--- config.mk ---
export PLATFORM = sky130hd
export DESIGN_NAME = hex_record_deframer_core
export DESIGN_NICKNAME = d
export VERILOG_FILES = /design/src/hdl/hrd_pkg.sv /design/src/hdl/hrd_parser.sv /design/src/hdl/hrd_out_reg.sv /design/src/hdl/hex_record_deframer_core.sv
export SDC_FILE = /design/constraint.sdc
export NUM_CORES = 1
export LEC_CHECK = 0
export BUFFER_PORTS_ARGS = -buffer_cell sky130_fd_sc_hd__buf_2
export CORE_UTILIZATION = 60
export CTS_BUF_LIST = sky130_fd_sc_hd__clkbuf_8
export CTS_CLUSTER_DIAMETER = 200
export CTS_CLUSTER_SIZE = 14
export DETAILED_ROUTE_END_ITERATION = 8
export PLACE_DENSITY = 0.92
export SLEW_MARGIN = 40
export SYNTH_ARGS = -nofsm -noshare
export SYNTH_HDL_FRONTEND = slang
export SYNTH_SLANG_ARGS = --single-unit
--- constraint.sdc ---
create_clock -name clk_i -period 18.5 [get_ports clk_i]
set_clock_uncertainty 0.2 [all_clocks]
set_input_delay 0.925 -clock clk_i [delete_from_list [all_inputs] [get_ports clk_i]]
set_output_delay 0.925 -clock clk_i [all_outputs]
set_load 0.01 [all_outputs]
--- src/hdl/hrd_pkg.sv ---
// Types and constants shared by the hex record deframer modules.
`default_nettype none

package hrd_pkg;

  localparam logic [7:0] TYPE_DATA = 8'd0;
  localparam logic [7:0] TYPE_END  = 8'd1;
  localparam logic [7:0] TYPE_BASE = 8'd4;

  localparam logic [7:0] SEG_BOOT = 8'd1;
  localparam logic [7:0] SEG_FIRM = 8'd3;

  localparam logic [2:0] KIND_DATA        = 3'd0;
  localparam logic [2:0] KIND_BOOT_WRITE  = 3'd1;
  localparam logic [2:0] KIND_FIRM_WRITE  = 3'd2;
  localparam logic [2:0] KIND_APPLY       = 3'd3;
  localparam logic [2:0] KIND_APPLY_FINAL = 3'd4;
  localparam logic [2:0] KIND_BASE_SET    = 3'd5;
  localparam logic [2:0] KIND_IGNORED     = 3'd6;

  typedef enum logic [6:0] {
    PH_LEN    = 7'b0000001,
    PH_OFF_HI = 7'b0000010,
    PH_OFF_LO = 7'b0000100,
    PH_TYPE   = 7'b0001000,
    PH_DATA   = 7'b0010000,
    PH_CHECK  = 7'b0100000,
    PH_SEG    = 7'b1000000
  } phase_e;

  typedef struct packed {
    logic [2:0]  kind;
    logic [7:0]  data_value;
    logic [7:0]  byte_index;
    logic [31:0] target_address;
    logic [7:0]  record_length;
    logic [7:0]  record_type;
    logic [7:0]  check_value;
    logic [7:0]  segment_tag;
    logic        last_of_record;
  } result_t;

endpackage

`default_nettype wire

--- src/hdl/hrd_parser.sv ---
// Record parser: field capture state and per-byte result generation.
`default_nettype none

module hrd_parser (
  input  wire logic            clk_i,
  input  wire logic            rst_ni,
  input  wire logic            go_i,
  input  wire logic [7:0]      byte_i,
  output logic                 res_valid_o,
  output hrd_pkg::result_t     res_o
);

  hrd_pkg::phase_e phase_q, phase_d;
  logic [7:0]  byte_count_q, byte_count_d;
  logic [7:0]  rec_len_q, rec_len_d;
  logic [15:0] rec_offset_q, rec_offset_d;
  logic [7:0]  rec_kind_q, rec_kind_d;
  logic [7:0]  rec_check_q, rec_check_d;
  logic [15:0] first_payload_q, first_payload_d;
  logic [15:0] base_upper_q, base_upper_d;
  logic        finished_q, finished_d;
  logic        has_res;
  logic [7:0]  count_inc;

  assign count_inc = byte_count_q + 8'd1;

  always_comb begin
    phase_d         = phase_q;
    byte_count_d    = byte_count_q;
    rec_len_d       = rec_len_q;
    rec_offset_d    = rec_offset_q;
    rec_kind_d      = rec_kind_q;
    rec_check_d     = rec_check_q;
    first_payload_d = first_payload_q;
    base_upper_d    = base_upper_q;
    finished_d      = finished_q;
    has_res         = 1'b0;
    res_o           = '0;
    if (!finished_q) begin
      case (phase_q)
        hrd_pkg::PH_OFF_HI: begin
          rec_offset_d = {byte_i, 8'h00};
          phase_d      = hrd_pkg::PH_OFF_LO;
        end
        hrd_pkg::PH_OFF_LO: begin
          rec_offset_d = {rec_offset_q[15:8], byte_i};
          phase_d      = hrd_pkg::PH_TYPE;
        end
        hrd_pkg::PH_TYPE: begin
          rec_kind_d      = byte_i;
          first_payload_d = '0;
          byte_count_d    = '0;
          phase_d         = (rec_len_q == 8'd0) ? hrd_pkg::PH_CHECK : hrd_pkg::PH_DATA;
        end
        hrd_pkg::PH_DATA: begin
          has_res          = 1'b1;
          res_o.kind       = hrd_pkg::KIND_DATA;
          res_o.data_value = byte_i;
          res_o.byte_index = byte_count_q;
          if (byte_count_q == 8'd0) begin
            first_payload_d = {byte_i, 8'h00};
          end else if (byte_count_q == 8'd1) begin
            first_payload_d = {first_payload_q[15:8], byte_i};
          end
          byte_count_d = count_inc;
          if (count_inc == rec_len_q) begin
            phase_d = hrd_pkg::PH_CHECK;
          end
        end
        hrd_pkg::PH_CHECK: begin
          rec_check_d = byte_i;
          phase_d     = hrd_pkg::PH_SEG;
        end
        hrd_pkg::PH_SEG: begin
          has_res              = 1'b1;
          phase_d              = hrd_pkg::PH_LEN;
          res_o.record_length  = rec_len_q;
          res_o.record_type    = rec_kind_q;
          res_o.check_value    = rec_check_q;
          res_o.segment_tag    = byte_i;
          res_o.last_of_record = 1'b1;
          if (rec_kind_q == hrd_pkg::TYPE_DATA) begin
            if (byte_i == hrd_pkg::SEG_BOOT) begin
              res_o.kind = hrd_pkg::KIND_BOOT_WRITE;
            end else begin
              res_o.kind           = hrd_pkg::KIND_FIRM_WRITE;
              res_o.target_address = {base_upper_q, rec_offset_q};
            end
          end else if (rec_kind_q == hrd_pkg::TYPE_END) begin
            if (byte_i == hrd_pkg::SEG_FIRM) begin
              res_o.kind = hrd_pkg::KIND_APPLY_FINAL;
              finished_d = 1'b1;
            end else begin
              res_o.kind = hrd_pkg::KIND_APPLY;
            end
          end else if (rec_kind_q == hrd_pkg::TYPE_BASE) begin
            base_upper_d = first_payload_q;
            res_o.kind   = hrd_pkg::KIND_BASE_SET;
          end else begin
            res_o.kind = hrd_pkg::KIND_IGNORED;
          end
        end
        default: begin
          rec_len_d = byte_i;
          phase_d   = hrd_pkg::PH_OFF_HI;
        end
      endcase
    end
  end

  assign res_valid_o = go_i & has_res;

  always_ff @(posedge clk_i or negedge rst_ni) begin
    if (!rst_ni) begin
      phase_q         <= hrd_pkg::PH_LEN;
      byte_count_q    <= '0;
      rec_len_q       <= '0;
      rec_offset_q    <= '0;
      rec_kind_q      <= '0;
      rec_check_q     <= '0;
      first_payload_q <= '0;
      base_upper_q    <= '0;
      finished_q      <= 1'b0;
    end else if (go_i) begin
      phase_q         <= phase_d;
      byte_count_q    <= byte_count_d;
      rec_len_q       <= rec_len_d;
      rec_offset_q    <= rec_offset_d;
      rec_kind_q      <= rec_kind_d;
      rec_check_q     <= rec_check_d;
      first_payload_q <= first_payload_d;
      base_upper_q    <= base_upper_d;
      finished_q      <= finished_d;
    end
  end

endmodule

`default_nettype wire

--- src/hdl/hrd_out_reg.sv ---
// Result register with valid/ready hand-off to the output channel.
`default_nettype none

module hrd_out_reg (
  input  wire logic             clk_i,
  input  wire logic             rst_ni,
  input  wire logic             load_i,
  input  wire hrd_pkg::result_t res_i,
  input  wire logic             out_ready_i,
  output logic                  out_valid_o,
  output hrd_pkg::result_t      res_o
);

  logic             valid_q, valid_d;
  hrd_pkg::result_t res_q;

  always_comb begin
    valid_d = valid_q;
    if (load_i) begin
      valid_d = 1'b1;
    end else if (out_ready_i) begin
      valid_d = 1'b0;
    end
  end

  always_ff @(posedge clk_i or negedge rst_ni) begin
    if (!rst_ni) begin
      valid_q <= 1'b0;
    end else begin
      valid_q <= valid_d;
    end
  end

  always_ff @(posedge clk_i) begin
    if (load_i) begin
      res_q <= res_i;
    end
  end

  assign out_valid_o = valid_q;
  assign res_o       = res_q;

endmodule

`default_nettype wire

--- src/hdl/hex_record_deframer_core.sv ---
// Top level of the hex record deframer: input register, parser, result register.
// Accepts one received byte per cycle and parses binary hex-style records
// (length, 16-bit offset, type, payload, check, segment). Each payload byte
// gives a data item; the segment byte gives one command item. A byte is
// registered in the input register on acceptance and parsed into the result
// register once that register is empty or being drained, and the sustained
// rate is one byte per cycle as long as results are taken. The input accepts
// whenever the input register is empty or drains into the result register,
// which drains when out_ready_i is high. After an apply final command all
// further bytes are accepted and dropped until reset.
`default_nettype none

module hex_record_deframer_core (
  input  wire logic        clk_i,
  input  wire logic        rst_ni,
  input  wire logic        in_valid_i,
  output logic             in_ready_o,
  input  wire logic [7:0]  rx_byte_i,
  output logic             out_valid_o,
  input  wire logic        out_ready_i,
  output logic [2:0]       kind_o,
  output logic [7:0]       data_value_o,
  output logic [7:0]       byte_index_o,
  output logic [31:0]      target_address_o,
  output logic [7:0]       record_length_o,
  output logic [7:0]       record_type_o,
  output logic [7:0]       check_value_o,
  output logic [7:0]       segment_tag_o,
  output logic             last_of_record_o
);

  logic             in_v_q;
  logic [7:0]       in_byte_q;
  logic             go;
  logic             res_valid;
  hrd_pkg::result_t res;
  hrd_pkg::result_t out_res;

  assign go         = in_v_q & (~out_valid_o | out_ready_i);
  assign in_ready_o = ~in_v_q | go;

  always_ff @(posedge clk_i or negedge rst_ni) begin
    if (!rst_ni) begin
      in_v_q <= 1'b0;
    end else if (in_ready_o) begin
      in_v_q <= in_valid_i;
    end
  end

  always_ff @(posedge clk_i) begin
    if (in_ready_o && in_valid_i) begin
      in_byte_q <= rx_byte_i;
    end
  end

  hrd_parser u_parser (
    .clk_i       (clk_i),
    .rst_ni      (rst_ni),
    .go_i        (go),
    .byte_i      (in_byte_q),
    .res_valid_o (res_valid),
    .res_o       (res)
  );

  hrd_out_reg u_out_reg (
    .clk_i       (clk_i),
    .rst_ni      (rst_ni),
    .load_i      (res_valid),
    .res_i       (res),
    .out_ready_i (out_ready_i),
    .out_valid_o (out_valid_o),
    .res_o       (out_res)
  );

  assign kind_o           = out_res.kind;
  assign data_value_o     = out_res.data_value;
  assign byte_index_o     = out_res.byte_index;
  assign target_address_o = out_res.target_address;
  assign record_length_o  = out_res.record_length;
  assign record_type_o    = out_res.record_type;
  assign check_value_o    = out_res.check_value;
  assign segment_tag_o    = out_res.segment_tag;
  assign last_of_record_o = out_res.last_of_record;

endmodule

`default_nettype wire

### Word level (Yosys, flattened, before mapping)

Cells that the tools add are included.

| storage, ports and cells | value |
|---|---|
| flip-flop bits (word level) | 182 |
| input bits | 12 |
| output and inout port bits | 86 |
| logic and storage cells | 97 |

| cells by class | value |
|---|---|
| add/sub/neg operators | 1 |
| eq/ne operators | 15 |
| mux-type cells | 23 |
| bitwise gates (word level) | 13 |
| reductions and logical operators | 22 |

Operator list:

| kind | number |
|---|---|
| 16-bit one-hot mux with 2 select lines | 2 |
| 7-bit one-hot mux with 6 select lines | 1 |
| 8-bit by 1-bit equality test with 1-bit output, second input constant | 3 |
| 8-bit logical NOT | 3 |
| 3-bit AND reduction | 6 |
| 16-bit two-way mux | 1 |
| 8-bit one-hot mux with 2 select lines | 1 |
| 4-bit AND reduction | 3 |
| 1-bit two-way mux | 10 |
| 3-bit two-way mux | 3 |
| 1-bit inverter | 9 |
| 8-bit by 1-bit adder with 8-bit output, second input constant | 1 |
| 8-bit by 2-bit equality test with 1-bit output, second input constant | 1 |
| 8-bit by 3-bit equality test with 1-bit output, second input constant | 1 |
| 8-bit equality test | 1 |
| 8-bit two-way mux | 1 |
| 7-bit by 2-bit equality test with 1-bit output, second input constant | 1 |
| 7-bit by 3-bit equality test with 1-bit output, second input constant | 1 |
| 7-bit by 4-bit equality test with 1-bit output, second input constant | 1 |
| 7-bit by 5-bit equality test with 1-bit output, second input constant | 1 |
| 7-bit by 6-bit equality test with 1-bit output, second input constant | 1 |
| 7-bit equality test, second input constant | 1 |
| 7-bit two-way mux | 1 |
| 6-bit two-way mux | 1 |
| 11 further kinds | 19 |

### Logic depth before layout (Yosys ltp)

Gate-level depths: netlist of run 1.

| depth | value |
|---|---|
| depth in word-level cells | 6 |
| mapped depth | 7 |
| gate-level depth less buffers | 6 |

### Cells and area by module

Synthesis of run 1 repeated with hierarchy kept, for this count alone.

| second synthesis, totals | value |
|---|---|
| cells, all modules | 566 |
| area, all modules | 7581.0 µm² |

Modules (own cells, without submodules):

| module | times used | cells an instance | area an instance (µm²) | sequential area each (µm²) |
|---|---|---|---|---|
| hrd_parser | 1 | 465 | 4710.8 | 2203.4 |
| hrd_out_reg | 1 | 87 | 2558.7 | 2547.4 |
| hex_record_deframer_core | 1 | 14 | 311.5 | 265.3 |

### Worst setup path before layout of run 1

Ideal clock, no wire load.

| timing | value |
|---|---|
| kind | input to register |
| start | input port out_ready_i |
| end | register u_out_reg.res_q (netlist bit u_out_reg.res_o[0]), enable pin |
| setup time | 0.651 ns |
| data arrival time | 7.830 ns |
| required time | 17.649 ns |
| setup slack | 9.819 ns |
| stages on the path | 5 |
| path buffers | 2 |
| cells stage by stage | nand2b_1 nand3b_1 buf_2 buf_1 o31ai_1 |

| between the ends | value |
|---|---|
| word-level cells in the longest chain between the ends | 3 |

RTL lines:

| element | line | source |
|---|---|---|
| start: declaration | hex_record_deframer_core.sv:20 | `input wire logic out_ready_i,` |
| 1-bit bitwise OR | hex_record_deframer_core.sv:39 | `assign go = in_v_q & (~out_valid_o \| out_ready_i);` |
| 1-bit AND | hex_record_deframer_core.sv:39 |  |
| 1-bit AND | hrd_parser.sv:111 | `assign res_valid_o = go_i & has_res;` |
| net res_valid | hex_record_deframer_core.sv:35 | `logic res_valid;` |
| end signal: assignment | hrd_out_reg.sv:36 | `res_q <= res_i;` |
| end: declaration | hrd_out_reg.sv:15 | `hrd_pkg::result_t res_q;` |

The timed path passes the listed nets, and every way through them passes these cells.
A chain may end at the register's enable or synchronous reset.

### Worst setup path in the final report of run 1

| timing | value |
|---|---|
| start | input port out_ready_i |
| end | register u_out_reg.res_q (netlist bit u_out_reg.res_o[29]), enable pin |

The elaborated chain is that of the path after synthesis.

==> results of run 1 <==
kinds of logic after synthesis:
| group | after synthesis |
|---|---|
| buf+inv | 39 |
| flops | 182 |
| compound gates | 57 |
| mux | 55 |
| fa+ha+maj | 3 |
| xor+xnor | 10 |
| simple gates | 181 |
layout make-up:
| type | instances | area [µm²] | area share (%) |
|---|---|---|---|
| well taps | 168 | 210 | 2.50 |
| multi-input cells | 306 | 2280 | 27.1 |
| clock buffers | 17 | 234 | 2.78 |
| clock inverters | 15 | 114 | 1.35 |
| flip-flops and latches | 182 | 5020 | 59.7 |
| repair buffers | 100 | 524 | 6.24 |
| inverters | 8 | 30.0 | 0.357 |
metal layers:
metal | GRT usage [%] | wire [µm] | up-vias
met5 | 0 | 0 | -
met4 | 8.77 | 382 | 0
met1 | 31.9 | 5770 | 2282
li1 | - | - | 2063
met3 | 6.27 | 1020 | 36
met2 | 40.3 | 7530 | 195
through the flow:
step | power (mW) | worst slack (ns) | hold slack (ns) | util [%] | cell area (µm²)
after floorplan | 0.810 | 9.82 | 0.242 | - | 7430
after global placement | 0.878 | 14.48 | 0.255 | 66.5 | 8020
after detailed placement | 0.907 | 14.72 | 0.277 | 66.8 | 8050
after CTS | 1.15 | 15.20 | 0.297 | 69.6 | 8400
after global routing | 1.20 | 15.26 | 0.321 | 69.7 | 8410
final | 1.15 | 15.37 | 0.295 | 69.7 | 8410
synthesized netlist by cell type, types with 2 or more instances:
cell type and instances:
nand4_1 3, clkbuf_1 19, nor3_2 2, nand2_1 14, buf_2 6, mux2_2 46
o41ai_1 2, or3_1 4, nor3_1 13, nand3_1 5, xor2_1 5, nor4_1 5
a21o_1 4, o21ai_0 14, a22o_1 17, nand2b_1 7, buf_1 4, edfxtp_1 92
ha_1 3, nand3b_1 5, nor3_4 2, a21oi_1 8, nor2_1 27, dfrtp_1 89
xnor2_1 5, or2_2 4, mux2i_1 9, a31oi_1 2, nand4b_1 4, and2_1 75
inv_1 8
worst max-delay path: stages:
cell      delay, ns
buf_2          0.10
nand2b_1       0.16
nand3b_1       0.36
o31ai_4        0.79
buf_6          0.58
sequential cells by signal, summed over array words and instances (netlist names):
name and flops:
in_byte_q 8, in_v_q 1, u_out_reg.out_valid_o 1, u_out_reg.res_o 84, u_parser.base_upper_q 16, u_parser.byte_count_q 8
u_parser.finished_q 1, u_parser.first_payload_q 16, u_parser.phase_q 7, u_parser.rec_check_q 8, u_parser.rec_kind_q 8, u_parser.rec_len_q 8
u_parser.rec_offset_q 16
worst min path at each step:
stage	slack, ns	cells after the start	to
after detailed placement	0.28	2	u_parser.rec_offset_q[9]
after CTS	0.30	2	u_parser.rec_offset_q[9]
final	0.29	1	u_parser.rec_len_q[4]
after global placement	0.25	2	u_parser.rec_offset_q[9]
after global routing	0.32	1	u_parser.rec_check_q[1]
after floorplan	0.24	2	u_parser.rec_offset_q[9]
cells in the final DEF, fill, tap and decap left out, types with 2 or more instances in the layout:
| master | count |
|---|---|
| a21o_1 | 4 |
| a21oi_1 | 8 |
| a22o_1 | 17 |
| a31oi_1 | 2 |
| and2_1 | 75 |
| buf_2 | 96 |
| buf_6 | 2 |
| clkbuf_8 | 18 |
| clkinv_1 | 2 |
| clkinv_2 | 3 |
| clkinv_4 | 2 |
| clkinvlp_4 | 2 |
| dfrtp_1 | 89 |
| edfxtp_1 | 92 |
| ha_1 | 3 |
| inv_1 | 11 |
| inv_6 | 2 |
| mux2_2 | 46 |
| mux2i_1 | 9 |
| nand2_1 | 14 |
| nand2b_1 | 7 |
| nand3_1 | 5 |
| nand3b_1 | 5 |
| nand4_1 | 3 |
| nand4b_1 | 4 |
| nor2_1 | 27 |
| nor3_1 | 13 |
| nor3_2 | 2 |
| nor3_4 | 2 |
| nor4_1 | 5 |
| o21ai_0 | 14 |
| o41ai_1 | 2 |
| or2_2 | 4 |
| or3_1 | 4 |
| xnor2_1 | 5 |
| xor2_1 | 5 |
where the power goes:
| group | leakage [nW] | internal, mW | switching, mW | total (mW) |
|---|---|---|---|---|
| logic | 1.31 | 0.127 | 0.166 | 0.293 |
| clock network | 0.185 | 0.104 | 0.137 | 0.242 |
| registers | 2.02 | 0.533 | 0.0778 | 0.610 |
| total | 3.51 | 0.764 | 0.381 | 1.15 |
==> impl_results.md, run 1 <==
- Outcome: complete, no violations
- CP endpoint: u_out_reg.res_o[29]
- Synthesis Warnings: 0
- DIE AREA: 0.0128 mm²
- CTS tree: yes
- Multiplexer area fraction after synthesis: 8.18%
- Vias in the first global route: 4,442
- DR iter-0 viols: approximately 420
- Post-synth EDFFs: between 90 and 100
- Area leader, netlist: edfxtp_1
- Die X: approximately 110 µm
- # clock sinks: roughly 180
- Tcrit/Tclk final: between 10% and 20%
- GRT overflow: 0
- Cts repair resizes: 0
- Syn Inst Count: 527
- Avg Cell Area, Syn: 14.1 µm²
- Global-route wire length before repair: between 20,000 and 25,000 µm
- Initial antenna violation count: 0
- CTS Buf Count: 17
- Sum of negative setup slack: 0 ns
- Area growth syn-to-layout: 13.1%
- Peak Freq: 0.320 GHz
- Non-Filler Instances: between 700 and 800
- Synth Area in Adders: less than 1%
- Worst reg2reg path endpoint: u_out_reg.res_o[29]
- Worst slew pin tran: about 0.83 ns
- Via count: between 4,000 and 5,000
- Max Cap Viol: 0
- Die Height: around 110 µm
- Nets@finish: 630
- RePlAce Congestion: 0.877
- Drt pass-1 iters: 6
- Top_reg_cell synth: edfxtp_1
- Startpoint types: input port
- Final setup fails: 0
- H-tree levels: 4
- Critical Path RT: approximately 18 ns
- Setup crit end kind: flip-flop
- RSZ-0062 raised after global routing: false
- Hold WC Path Type: input port to async pin
- XOR/XNOR Fraction of Synth Area: 1.18%
- Lkg Pwr: around 3.5 nW
- Post-synthesis cell type count: between 50 and 60
- WL/cell: 18.5 µm
- WL final: between 10,000 and 15,000 µm
- Power per cell area: roughly 140 mW/mm²
- Cts-stage hold buffer count: 0
- Synth Net Count: approximately 540
- Yosys top cell area share: 37.2%
- Final HPWL DP: slightly below 10,000 µm
- Overall global routing resource usage: 24.5%
- Tmin final: ~3.1 ns
- Top post-synthesis cells by area: edfxtp_1, dfrtp_1, mux2_2, and2_1, a22o_1
- Root buf cell: clkbuf_8
- Largest family of logic cells by synthesized area: simple AND/OR/NAND/NOR gates
- Worst R2R Setup Slack: 15.49 ns
- Hold Fails Final Rpt: 0
- Post-CTS Setup Inserts: 0
- Crit Path Class: input port to flip-flop
- CP startpoint: out_ready_i
- DR vias/cell: 5.75
- Final slew viol count: 0
- Yosys reg bits: 182
- Slew HR: 44.4%
- Longest Clk Path Bufs: 2
- Post-synthesis sequential area ratio: between 60% and 70%
- Placed insts: 764
- Worst R2R Start: u_parser.finished_q
- Mapped Area: 0.00743 mm²
- Crit path max fanout: 71
- Post-Synth Simple-Gate Area: 14.8%
- IO Pins: 98
- Clk_lat worst skew: ~0.47 ns
- Final ANT Viol Nets: 0
- Worst-path clk slew: ~0.080 ns
- Std cell rows: 40
- Depth of the most critical reg-to-reg path: 3
- Asr flop ratio synth: around half
- FILL cells: a little under 800
- Initial Util: 61.6%
- Port Buffers: 97
- Share of cells above drive strength 1: between 20% and 30%
- Core Region: roughly 0.012 mm²
- Pin count of the biggest net entering global routing: 91
- Peak supply drop: ~0.000061 V
- Compound-Gate Fraction of Synth Area: about 5.6%
- ANT cells: 0
- DRC: 0
- Crit path arrival time: 3.02 ns
Power figures use the tool's default switching activity.
==> inputs of run 2 (changes only) <==
--- a/config.mk
+++ b/config.mk
@@ -6,12 +6,12 @@
 export NUM_CORES = 1
 export LEC_CHECK = 0
 export BUFFER_PORTS_ARGS = -buffer_cell sky130_fd_sc_hd__buf_2
-export CORE_UTILIZATION = 60
+export CORE_UTILIZATION = 54
 export CTS_BUF_LIST = sky130_fd_sc_hd__clkbuf_8
 export CTS_CLUSTER_DIAMETER = 200
 export CTS_CLUSTER_SIZE = 14
 export DETAILED_ROUTE_END_ITERATION = 8
-export PLACE_DENSITY = 0.92
+export PLACE_DENSITY = 0.88
 export SLEW_MARGIN = 40
 export SYNTH_ARGS = -nofsm -noshare
 export SYNTH_HDL_FRONTEND = slang
==> constraint.sdc (replaced) <==
create_clock -name clk_i -period 2.6 [get_ports clk_i]
set_clock_uncertainty 0.2 [all_clocks]
set_input_delay 0.13 -clock clk_i [delete_from_list [all_inputs] [get_ports clk_i]]
set_output_delay 0.13 -clock clk_i [all_outputs]
set_load 0.01 [all_outputs]
==> run 2 against run 1 <==
Clock power rose to 8.7 times the previous value. Sequential cell count unchanged. First-iteration DRC count grew 8.1%. Worst setup slack worse by 15 ns. Critical path type is now flip-flop to flip-flop. Combinational power rose to 7.6 times the previous value. Sequential share of layout area is 2.7 points lower. Die area up 11%. Wire length grew 1.9%.
==> impl_results.md, run 2 (synthesis gave the netlist of run 1 again) <==
- Outcome: complete, no violations
- Critical Path RT: 2.74 ns (-15.66 ns)
- Critical Path, Cell by Cell: nor3_4 -> nand4b_1 -> or2_2 -> nor3_4 -> buf_4 -> mux2_2
- Peak supply drop: 0.000449 V (+640%)
- Drt pass-1 iters: 5 (-1)
- Longest Clk Path Bufs: 2 (unchanged)
- Via count: 4,659 (+1.8%)
- IO Pins: 98 (unchanged)
- Final HPWL DP: 10,200 µm (+6.3%)
- DR vias/cell: 5.56 (-3.3%)
- Crit-path slowest cell: dfrtp_1
- ANT cells: 0 (unchanged)
- Crit Path Class: flip-flop to flip-flop
- CTS Buf Count: 17 (unchanged)
- Post-place instance area: 0.00824 mm² (+2.3%)
- Worst R2R Start: u_parser.phase_q[1]
- Std cell rows: 42 (+5.0%)
- Final ANT Viol Nets: 0 (unchanged)
- Power per cell area: 979 mW/mm² (+620%)
- Share of cells above drive strength 1: 32.5% (+2.5 points)
- Most frequent cells in the layout: buf_2, edfxtp_1, dfrtp_1
- DRC: 0 (unchanged)
- Worst-path clk slew: 0.10 ns (+0.02 ns)
- Hold WC Path Type: input port to async pin
- RePlAce Congestion: 0.959 (+9.4%)
- Hold Fails Final Rpt: 0 (unchanged)
- Die X: 119 µm (+5.3%)
- Post-route cell area: 0.00880 mm² (+4.7%)
- Max Cap Viol: 0 (unchanged)
- Pin count of the biggest net entering global routing: 48 (-47%)
- Nets@finish: 664 (+5.4%)
- Crit path arrival time: 2.60 ns (-0.42 ns)
- Commonest non-fill, non-tap cell in the layout: buf_2
- Pre-CTS setup slack: 0.182 ns (-14.54 ns)
- Final setup fails: 0 (unchanged)
- WL final: 15,000 µm (+1.9%)
- Die Height: 119 µm (+5.3%)
- Initial Util: 55.7% (-5.9 points)
- Slew HR: 56.9% (+13 points)
- Lkg Pwr: 3.72 nW (+5.8%)
- Initial antenna violation count: 0 (unchanged)
- DIE AREA: 0.0142 mm² (+11%)
- Root buf cell: clkbuf_8
- Global-route wire length before repair: 23,900 µm (+2.3%)
- Area growth syn-to-layout: 18.4%
- Final slew viol count: 0 (unchanged)
- GRT overflow: 0 (unchanged)
- CP startpoint: u_parser.phase_q[1]
- Number of flip-flops in the largest register: 84 (unchanged)
- CP delay by family, top: simple AND/OR/NAND/NOR gates
- Tcrit/Tclk final: a little over nine tenths
- Tmin final: roughly 2.5 ns
- Overall global routing resource usage: 22.2% (-2.3 points)
- Peak Freq: between 0.4 and 0.5 GHz
- WL/cell: 17.9 µm (-3.2%)
- Port Buffers: 97 (unchanged)
- Setup crit end kind: flip-flop
- Final worst setup slack: 0.132 ns (-15.24 ns)
- CP bufs+invs: 1 (-1)
- Startpoint types: flip-flop
- Crit path top cell by count: nor3_4
- RSZ-0062 raised after global routing: false
- Post-CTS Setup Inserts: 0 (unchanged)
- Vias in the first global route: 4,654 (+4.8%)
- Max incr delay on CP: 0.46 ns (-0.33 ns)
- Core Region: 0.0133 mm² (+11%)
- H-tree levels: 4 (unchanged)
- Worst slew pin tran: 0.643 ns (-0.186 ns)
- Crit path max fanout: 16 (-77%)
- Clk_lat worst skew: 0.45 ns (-0.02 ns)
- DR iter-0 viols: 455 (+8.1%)
- CTS tree: yes
- # clock sinks: 182 (unchanged)
run 2: cell count changes in the layout (fill, tap and decap cells not counted), sizes merged:
cell         before  now
clkbuf           18   17
bufinv            1    4
buf              99  122
inv              13   15
clkinv            7    3
clkinvlp          2    1
dlygate4sd3       0   12
run 2: area by class of cell:
type | instances | area [µm²]
Clock buffer | 17 | 234
Fill cell | 943 | 4540
Tap cell | 176 | 220
Inverter | 8 | 30.0
Clock inverter | 15 | 214
Timing Repair Buffer | 134 | 821
Multi-Input combinational cell | 306 | 2270
Sequential cell | 182 | 5020
run 2: worst paths after layout:
path	depth (start not counted)	to	slack (ns)
max	6	u_parser.base_upper_q[6]	0.13
min	2	u_parser.rec_offset_q[8]	0.06
max reg2reg	6	u_parser.base_upper_q[6]	0.13
min reg2reg	1	u_parser.rec_offset_q[15]	0.31
max in group asynchronous	3	u_parser.base_upper_q[11]	1.48
min in group clk_i	2	in_byte_q[6]	0.18
run 2: metal layers:
metal	wire length [µm]	up-vias	track usage [%]
met2	7620	204	37.5
li1	-	2132	-
met3	919	30	5.08
met4	306	0	8.44
met1	6130	2293	28.0
met5	0	-	0
run 2: metrics by stage:
stage	hold slack, ns	power [mW]	TNS, ns	utilization (%)	instances
2_1_floorplan	-0.366	5.75	-99.45	-	527
3_3_place_gp	-0.0426	6.37	0	61.7	794
3_5_place_dp	-0.0236	6.52	0	61.7	794
4_1_cts	0.0501	8.61	0	66.0	838
5_1_grt	0.0971	9.02	0	66.0	838
6_report	0.0574	8.62	0	66.0	838
run 2: power breakdown:
part	total [mW]	leakage [nW]	internal [mW]	switching, mW
combinational	2.23	1.47	0.989	1.24
sequential	4.29	2.02	3.79	0.503
clock	2.10	0.224	1.07	1.03
run 2: timing repair:
item / CTS / global route
hold buffers: 12 / 0
endpoints found under the hold margin: 101 / 0
gates resized for setup: 0 / 0
==> inputs of run 3 (changes only) <==
--- a/config.mk
+++ b/config.mk
@@ -11,7 +11,7 @@
 export CTS_CLUSTER_DIAMETER = 200
 export CTS_CLUSTER_SIZE = 14
 export DETAILED_ROUTE_END_ITERATION = 8
-export PLACE_DENSITY = 0.88
+export PLACE_DENSITY = 0.76
 export SLEW_MARGIN = 40
 export SYNTH_ARGS = -nofsm -noshare
 export SYNTH_HDL_FRONTEND = slang
==> run 3 against run 2 <==
Count of clock-buffer cells in the layout grew 3. Hold slack improved by 0.11 ns. Clock power shrank 2%. Sequential share of layout area is 0.67 points lower. Largest power group unchanged.
==> impl_results.md, run 3 (synthesis gave the netlist of run 1 again) <==
- Worst reg2reg path endpoint: u_parser.phase_q[4]
- Startpoint types: flip-flop
- Hold EP: in_byte_q[6]
- Port Buffers: 97 (unchanged)
- Final setup fails: 0 (unchanged)
- RSZ-0062 raised after global routing: false
- Most frequent cells in the layout: buf_2, edfxtp_1, dfrtp_1
- Pin count of the biggest net entering global routing: 50 (+4.2%)
- H-tree levels: 4 (unchanged)
- DR iter-0 viols: 336 (-26%)
- Nets@finish: 671 (+1.1%)
- Initial antenna violation count: 0 (unchanged)
- IO Pins: 98 (unchanged)
- Crit path arrival time: 2.64 ns (+0.04 ns)
- Final worst setup slack: 0.105 ns (-0.0264 ns)
- Worst slew pin tran: 0.636 ns (-0.00737 ns)
- Die Height: 119 µm (unchanged)
- Number of flip-flops in the largest register: 84 (unchanged)
- Vias in the first global route: 4,509 (-3.1%)
- Std cell rows: 42 (unchanged)
- Initial Util: 55.7% (unchanged)
- Placed insts: 799 (+0.63%)
- ANT cells: 0 (unchanged)
- RePlAce Congestion: 0.872 (-9.1%)
- Drt pass-1 iters: 5 (unchanged)
- Tcrit/Tclk final: 95.9% (+1.0 points)
- Slew HR: 57.4% (+0.49 points)
- Multi-input logic area: 0.00227 mm² (+0.17%)
- Post-route cell area: 0.00891 mm² (+1.2%)
- Depth of the most critical reg-to-reg path: 6 (unchanged)
- Pre-CTS setup slack: 0.142 ns (-0.0402 ns)
- Non-Filler Instances: 845 (+0.84%)
- Worst-path clk slew: 0.10 ns (about the same)
- Lkg Pwr: 3.75 nW (+1.0%)
- Final slew viol count: 0 (unchanged)
- WL/cell: 17.8 µm (-0.21%)
- Critical Path RT: 2.74 ns (about the same)
- CP startpoint: u_parser.byte_count_q[1]
- Register area: 0.00502 mm² (unchanged)
- Post-CTS Setup Inserts: 0 (unchanged)
- # clock sinks: 182 (unchanged)
- Crit path max fanout: 6 (-10)
- Worst min-delay path startpoint: rx_byte_i[6]
- Via count: 4,626 (-0.71%)
- Max Cap Viol: 0 (unchanged)
- GRT overflow: 0 (unchanged)
- Post-place instance area: 0.00831 mm² (+0.91%)
- DR vias/cell: 5.47 (-1.5%)
- Power per cell area: 964 mW/mm² (-1.5%)
- Hold WC Path Type: input port to flip-flop
- Overall global routing resource usage: 22.8% (+0.59 points)
- Longest Clk Path Bufs: 2 (unchanged)
- Root buf cell: clkbuf_8
- Share of cells above drive strength 1: 33.0% (+0.56 points)
- Core Region: 0.0133 mm² (unchanged)
- Setup crit end kind: flip-flop
- DIE AREA: 0.0142 mm² (unchanged)
- FILL cells: 970 (+2.9%)
- CTS Buf Count: 17 (unchanged)
- Worst R2R Start: u_parser.byte_count_q[1]
- CTS tree: yes
- DRC: 0 (unchanged)
- Tmin final: 2.49 ns (+0.0264 ns)
- Sum of negative setup slack: 0 ns (unchanged)
- Outcome: complete, no violations
- Worst R2R Setup Slack: 0.11 ns (-0.03 ns)
- Final HPWL DP: 10,100 µm (-1.8%)
- Clk_lat worst skew: 0.47 ns (+0.02 ns)
- Hold Fails Final Rpt: 0 (unchanged)
- WL final: 15,100 µm (+0.62%)
- Crit Path Class: flip-flop to flip-flop
- Final ANT Viol Nets: 0 (unchanged)
- Global-route wire length before repair: 24,100 µm (+0.90%)
- Tot Pwr: 8.59 mW (-0.36%)
- Hold depth: 2
- Commonest non-fill, non-tap cell in the layout: buf_2
- Peak supply drop: 0.000475 V (+5.8%)
- Die X: 119 µm (unchanged)
- Area growth syn-to-layout: 19.8%
- Peak Freq: 0.401 GHz (-1.1%)
[run 3: cell types whose count changed in the layout (fill, tap and decap cells not counted), moves of 2 or more]
cell / previous run / this run
clkbuf_8: 17 / 20
inv_6: 6 / 3
buf_4: 24 / 26
buf_12: 2 / 6
[run 3: worst max path at each step]
| stage | to | slack (ns) | cells after the start |
|---|---|---|---|
| after global placement | u_out_reg.res_o[71] | 0.15 | 4 |
| after global routing | u_out_reg.res_o[41] | 0.02 | 6 |
| after floorplan | u_out_reg.res_o[0] | -1.18 | 5 |
| final | u_parser.phase_q[4] | 0.11 | 6 |
| after detailed placement | u_parser.phase_q[4] | 0.14 | 6 |
| after CTS | u_parser.phase_q[4] | 0.13 | 6 |
[run 3: final cells by class]
class / count / share of cell area [%]
inverter: 8 / 0.337
timing repair buffer: 141 / 10.4
clock buffer: 20 / 3.09
clock inverter: 12 / 1.90
multi-input combinational: 306 / 25.5
tap: 176 / 2.47
sequential: 182 / 56.3
[run 3: stage by stage]
stage / hold slack [ns] / utilization [%]
2_1_floorplan: -0.366 / -
3_3_place_gp: -0.0605 / 62.2
3_5_place_dp: -0.0506 / 62.3
4_1_cts: 0.132 / 66.7
5_1_grt: 0.147 / 66.7
6_report: 0.170 / 66.7
[run 3: metal layers]
layer / wire length (µm) / track usage [%] / up-vias / part of all wire, %
met4: 280 / 9.30 / 0 / 1.9
met1: 6590 / 30.1 / 2300 / 44
met3: 841 / 5.27 / 27 / 5.6
met5: 0 / 0 / - / 0
met2: 7350 / 36.7 / 148 / 49
li1: - / - / 2151 / -
[run 3: critical path, stage by stage (launching register included)]
cell and delay (ns):
dfrtp_1 0.41, ha_1 0.33, nand3_4 0.11, or4_4 0.51, a2111oi_4 0.35, nor4_1 0.10, or3b_1 0.36
[run 3: timing repair]
action                                  4_1_cts  5_1_grt
endpoints found under the setup margin        0        5
endpoints found under the hold margin       108        0
hold buffers                                 14        0
gates resized for setup                       0        1
[run 3: power by group]
| part | leakage [nW] | total, mW | switching [mW] | internal, mW |
|---|---|---|---|---|
| clock network | 0.217 | 2.05 | 1.00 | 1.04 |
| logic | 1.52 | 2.30 | 1.25 | 1.04 |
| registers | 2.02 | 4.24 | 0.458 | 3.79 |
| total | 3.75 | 8.59 | 2.72 | 5.87 |
